`src/hdl/sbm_pkg.sv`:
```
// ----------------------------------------------------------------------------
// sbm_pkg
// Shared types, opcodes and constants for the SPI backup memory slave.
// ----------------------------------------------------------------------------
package sbm_pkg;

  localparam int unsigned MemAddrBits = 16;
  localparam int unsigned MemDepth    = 1 << MemAddrBits;
  localparam int unsigned AddrBits    = 24;

  // host opcodes seen while no command is active
  localparam logic [7:0] OP_NOP       = 8'h00;
  localparam logic [7:0] OP_WRITE     = 8'h02;
  localparam logic [7:0] OP_READ      = 8'h03;
  localparam logic [7:0] OP_WR_DIS    = 8'h04;
  localparam logic [7:0] OP_RD_STATUS = 8'h05;
  localparam logic [7:0] OP_WR_EN     = 8'h06;
  localparam logic [7:0] OP_ID        = 8'h08;
  localparam logic [7:0] OP_WRITE_HI  = 8'h0A;
  localparam logic [7:0] OP_READ_HI   = 8'h0B;

  localparam logic [7:0] ID_REPLY     = 8'hAA;
  localparam logic [7:0] ERASED_BYTE  = 8'hFF;
  localparam logic [8:0] ONE_BYTE_MASK = 9'h1FF;

  typedef enum logic [1:0] {
    CMD_NONE   = 2'd0,
    CMD_READ   = 2'd1,
    CMD_WRITE  = 2'd2,
    CMD_STATUS = 2'd3
  } cmd_e;

  typedef enum logic [1:0] {
    ST_CLEAR = 2'd0,
    ST_IDLE  = 2'd1,
    ST_RESP  = 2'd2
  } state_e;

  // controller -> datapath
  typedef struct packed {
    logic accept;  // take the input word this cycle
    logic clr_en;  // step the erase sweep
  } dp_cmd_t;

  // datapath -> controller
  typedef struct packed {
    logic clr_last;  // erase sweep writes its last entry this cycle
  } dp_status_t;

  // address-width detection signature: 01 80 00 00
  function automatic logic [7:0] sig_byte(input logic [1:0] idx);
    logic [7:0] b;
    case (idx)
      2'd0:    b = 8'h01;
      2'd1:    b = 8'h80;
      default: b = 8'h00;
    endcase
    return b;
  endfunction

endpackage

```
`src/hdl/sbm_ctrl.sv`:
```
// ----------------------------------------------------------------------------
// sbm_ctrl
// Sequencer: erase sweep after reset, then one word in, one reply out.
// ----------------------------------------------------------------------------
module sbm_ctrl
  import sbm_pkg::*;
(
  input  logic       clk_i,
  input  logic       rst_ni,
  input  logic       in_valid_i,
  output logic       in_stall_o,
  output logic       out_valid_o,
  input  logic       out_stall_i,
  input  dp_status_t status_i,
  output dp_cmd_t    cmd_o
);

  state_e state_q, state_d;

  always_ff @(posedge clk_i or negedge rst_ni) begin
    if (!rst_ni) begin
      state_q <= ST_CLEAR;
    end else begin
      state_q <= state_d;
    end
  end

  always_comb begin
    state_d = state_q;
    case (state_q)
      ST_CLEAR: begin
        if (status_i.clr_last) state_d = ST_IDLE;
      end
      ST_IDLE: begin
        if (in_valid_i) state_d = ST_RESP;
      end
      ST_RESP: begin
        if (!out_stall_i) state_d = ST_IDLE;
      end
      default: state_d = ST_CLEAR;
    endcase
  end

  always_comb begin
    cmd_o       = '0;
    in_stall_o  = 1'b1;
    out_valid_o = 1'b0;
    case (state_q)
      ST_CLEAR: begin
        cmd_o.clr_en = 1'b1;
      end
      ST_IDLE: begin
        in_stall_o   = 1'b0;
        cmd_o.accept = in_valid_i;
      end
      ST_RESP: begin
        out_valid_o = 1'b1;
      end
      default: begin
        in_stall_o = 1'b1;
      end
    endcase
  end

endmodule

```
`config.mk`:
```
export PLATFORM = sky130hd
export DESIGN_NAME = sbm_ctrl
export DESIGN_NICKNAME = d
export VERILOG_FILES = /design/src/hdl/sbm_pkg.sv /design/src/hdl/sbm_ctrl.sv
export SDC_FILE = /design/constraint.sdc
export NUM_CORES = 1
export LEC_CHECK = 0
export ABC_AREA = 1
export BUFFER_PORTS_ARGS = -buffer_cell sky130_fd_sc_hd__clkbuf_2
export CAP_MARGIN = 5
export CORE_AREA = 8 8 45 47
export CTS_CLUSTER_DIAMETER = 50
export DETAILED_ROUTE_END_ITERATION = 16
export DIE_AREA = 0 0 53 55
export PLACE_DENSITY = 0.3
export SLEW_MARGIN = 30
export SYNTH_ARGS = -nofsm -noshare
export SYNTH_HDL_FRONTEND = slang
export SYNTH_SLANG_ARGS = --single-unit
```
`constraint.sdc`:
```
create_clock -name clk_i -period 0.8 [get_ports clk_i]
set_input_delay 0.16 -clock clk_i [delete_from_list [all_inputs] [get_ports clk_i]]
set_output_delay 0.16 -clock clk_i [all_outputs]
set_load 0.02 [all_outputs]
```
==> metrics.md <==
| Metric | Value |
|---|---|
| DR vias/cell | 3.15 |
| N_diodes | 0 |
| CP max-delay cell | dfrtp_1 |
| Max IR drop VDD | 0.00106 V |
| Critical path class | reg -> out |
| Critical Path RT | 0.64 ns |
| Die area | 2920 um^2 |
| Critical path buffers and inverters | 2 |
| Worst-skew pair later-pin latency | 0.23 ns |
| Post-synthesis cell count | 16 |
| Count of cell types in the netlist | 9 |
| Site Rows | 14 |
| Final period utilization | 144% |
| Post-placement worst setup slack | -0.139 ns |
| Synthesized flop and latch total | 2 |
| Post-synthesis sequential area ratio | 44.9% |
| Worst slew pin tran | 0.183 ns |
| Max FFs per register | 2 |
| Reg with most FFs | state_q |
| Cell chain of the critical path | buf_4 > nor2_4 > buf_8 |
| Largest fanout on the critical path | 3 |
| Post-layout min period | 1.15 ns |
| Synth area leader | dfrtp_1 |
| H-tree levels | 1 |
| Fin area | 295 um^2 |
| Die extent in x | 53 um |
| Via count | 148 |
| Final setup violation count | 6 |
| RSZ-0062 raised after global routing | true |
| Area contributors post-synth | dfrtp_1, inv_1, nand2_1, nor2_1, o21a_1 |
| CP max stage delay | 0.38 ns |
| I/O Buffers | 8 |
| Global-route wire length before repair | 634 um |
| GR Util All Layers | 3.50% |
| Mapped cell area | 111 um^2 |
| Initial Util | 8.05% |
| TritonCTS clock tree | built |
| Final WL | 415 um |
| Initial antenna violation count | 0 |
| Final instance count without filler cells | 47 |
| Clock transition at path regs | 0.04 ns |
| Largest net degree at the start of global routing | 6 |
| Final net count | 37 |
| Min-Delay Path Depth | 3 |
| Largest regs | state_q (2) |
| Clock root buffer | clkbuf_4 |
| Post-Route Setup TNS | -1.48 ns |
| # IOs | 9 |
| Dpl cells | 42 |
| Clk sinks | 2 |
| Post-CTS Repair Setup Buffers | 0 |
| Synth top area share | 44.9% |
| Starting DRC count in detailed routing | 4 |
| Worst reg2reg path depth | 5 |
| Startpoint Class | flip-flop |
| Final Hold Slack | 0.211 ns |
| Outcome | complete, but fails checks |
| Fraction of layout cells with a size suffix above 1 | 74.2% |
| Detailed placement HPWL | 322 um |
| Clock Tree Buf Depth | 2 |
| Failing checks | negative setup slack |
| Total grt overflow | 0 |
| Area delta synth->final | 165% |
| Number of CTS-inserted buffers | 3 |
| Mean post-synth cell area | 6.96 um^2 |
| Leakage | 0.143 nW |
| Worst hold path class | in -> reg |
| Final Hold Vio Count | 0 |
| CP delay by family, top | flip-flops |
| DRC | 0 |
| Fin util | 21.3% |
| Max cap viols | 0 |
| Drt wl/cell | 8.83 um |
| Total chip power | 1.30 mW |
| Fmax | 870 MHz |
| GPL Wtd Cong | 0.668 |
| Worst path arrival time | 0.99 ns |
| Die height | 55 um |
| Vias in the first global route | 148 |
| CP Depth | 3 |
| Synthesis warning total | 0 |
| Final worst slack | -0.350 ns |
| Capturing element type of the critical path | output port |
| Area after DPL | 213 um^2 |
| Antenna-violating nets left | 0 |
| Initial DRT Pass Iterations | 2 |
| Cell Pwr Density | 4400 nW/um^2 |
| Core region area | 1380 um^2 |
| Syn Nets | 21 |
| Max-slew violation count | 0 |
| Commonest cells after routing, fill and taps aside | clkbuf_4, clkbuf_2, nor2_4, buf_8 |
| Worst clock skew | 0.00772 ns |
| Slew HR | 87.8% |
logic make-up after synthesis:
group,Yosys count,synth area share [%]
and+or+nand+nor,8,30.3
buffers and inverters,4,13.5
AOI/OAI and AO/OA,2,11.2
DFF,2,44.9
cell usage after synthesis (all sizes together):
cell type / number
nor2: 4
inv: 4
o21a: 1
nand3: 1
nand2: 3
o21ai: 1
dfrtp: 2
metal layers:
layer | global-route usage (%) | share of wire (%) | vias up
met5 | 0 | 0 | -
met4 | 6.47 | 0 | 0
met3 | 3.48 | 22 | 0
met2 | 3.13 | 37 | 9
met1 | 3.04 | 40 | 63
li1 | - | - | 76
timing repair:
item / 4_1_cts / 5_1_grt
pin swaps: 0 / 2
gates resized for setup: 7 / 7
hold buffers: 1 / 0
hold endpoints to repair: 2 / 0
endpoints found under the setup margin: 6 / 6
cloned: 0 / 0
cell type report:
| type | count | area (um^2) |
|---|---|---|
| clock buffer | 4 | 26.3 |
| fill | 161 | 1090 |
| inverter | 4 | 15.0 |
| multi-input combinational | 10 | 81.3 |
| sequential | 2 | 51.3 |
| tap | 16 | 20.0 |
| timing repair buffer | 11 | 101 |
tightest hold or removal path, cell delays in order:
cell,delay [ns]
clkbuf_2,0.09
o21a_1,0.12
nor2_2,0.04
where the power goes:
group	switching [mW]	internal, mW
sequential	0.0897	0.157
combinational	0.397	0.404
clock	0.0663	0.186
total	0.553	0.746
path summary, 6_finish.rpt:
path	end	slack (ns)	start
max in group asynchronous	state_q[0]	0.45	rst_ni
hold / removal	state_q[0]	0.21	in_valid_i
min in group asynchronous	state_q[0]	0.24	rst_ni
hold reg to reg	state_q[1]	0.62	state_q[1]
setup / recovery	cmd_o[0]	-0.35	state_q[1]
setup reg to reg	state_q[0]	-0.11	state_q[1]
No activity file was read; power rests on OpenSTA's default activity.
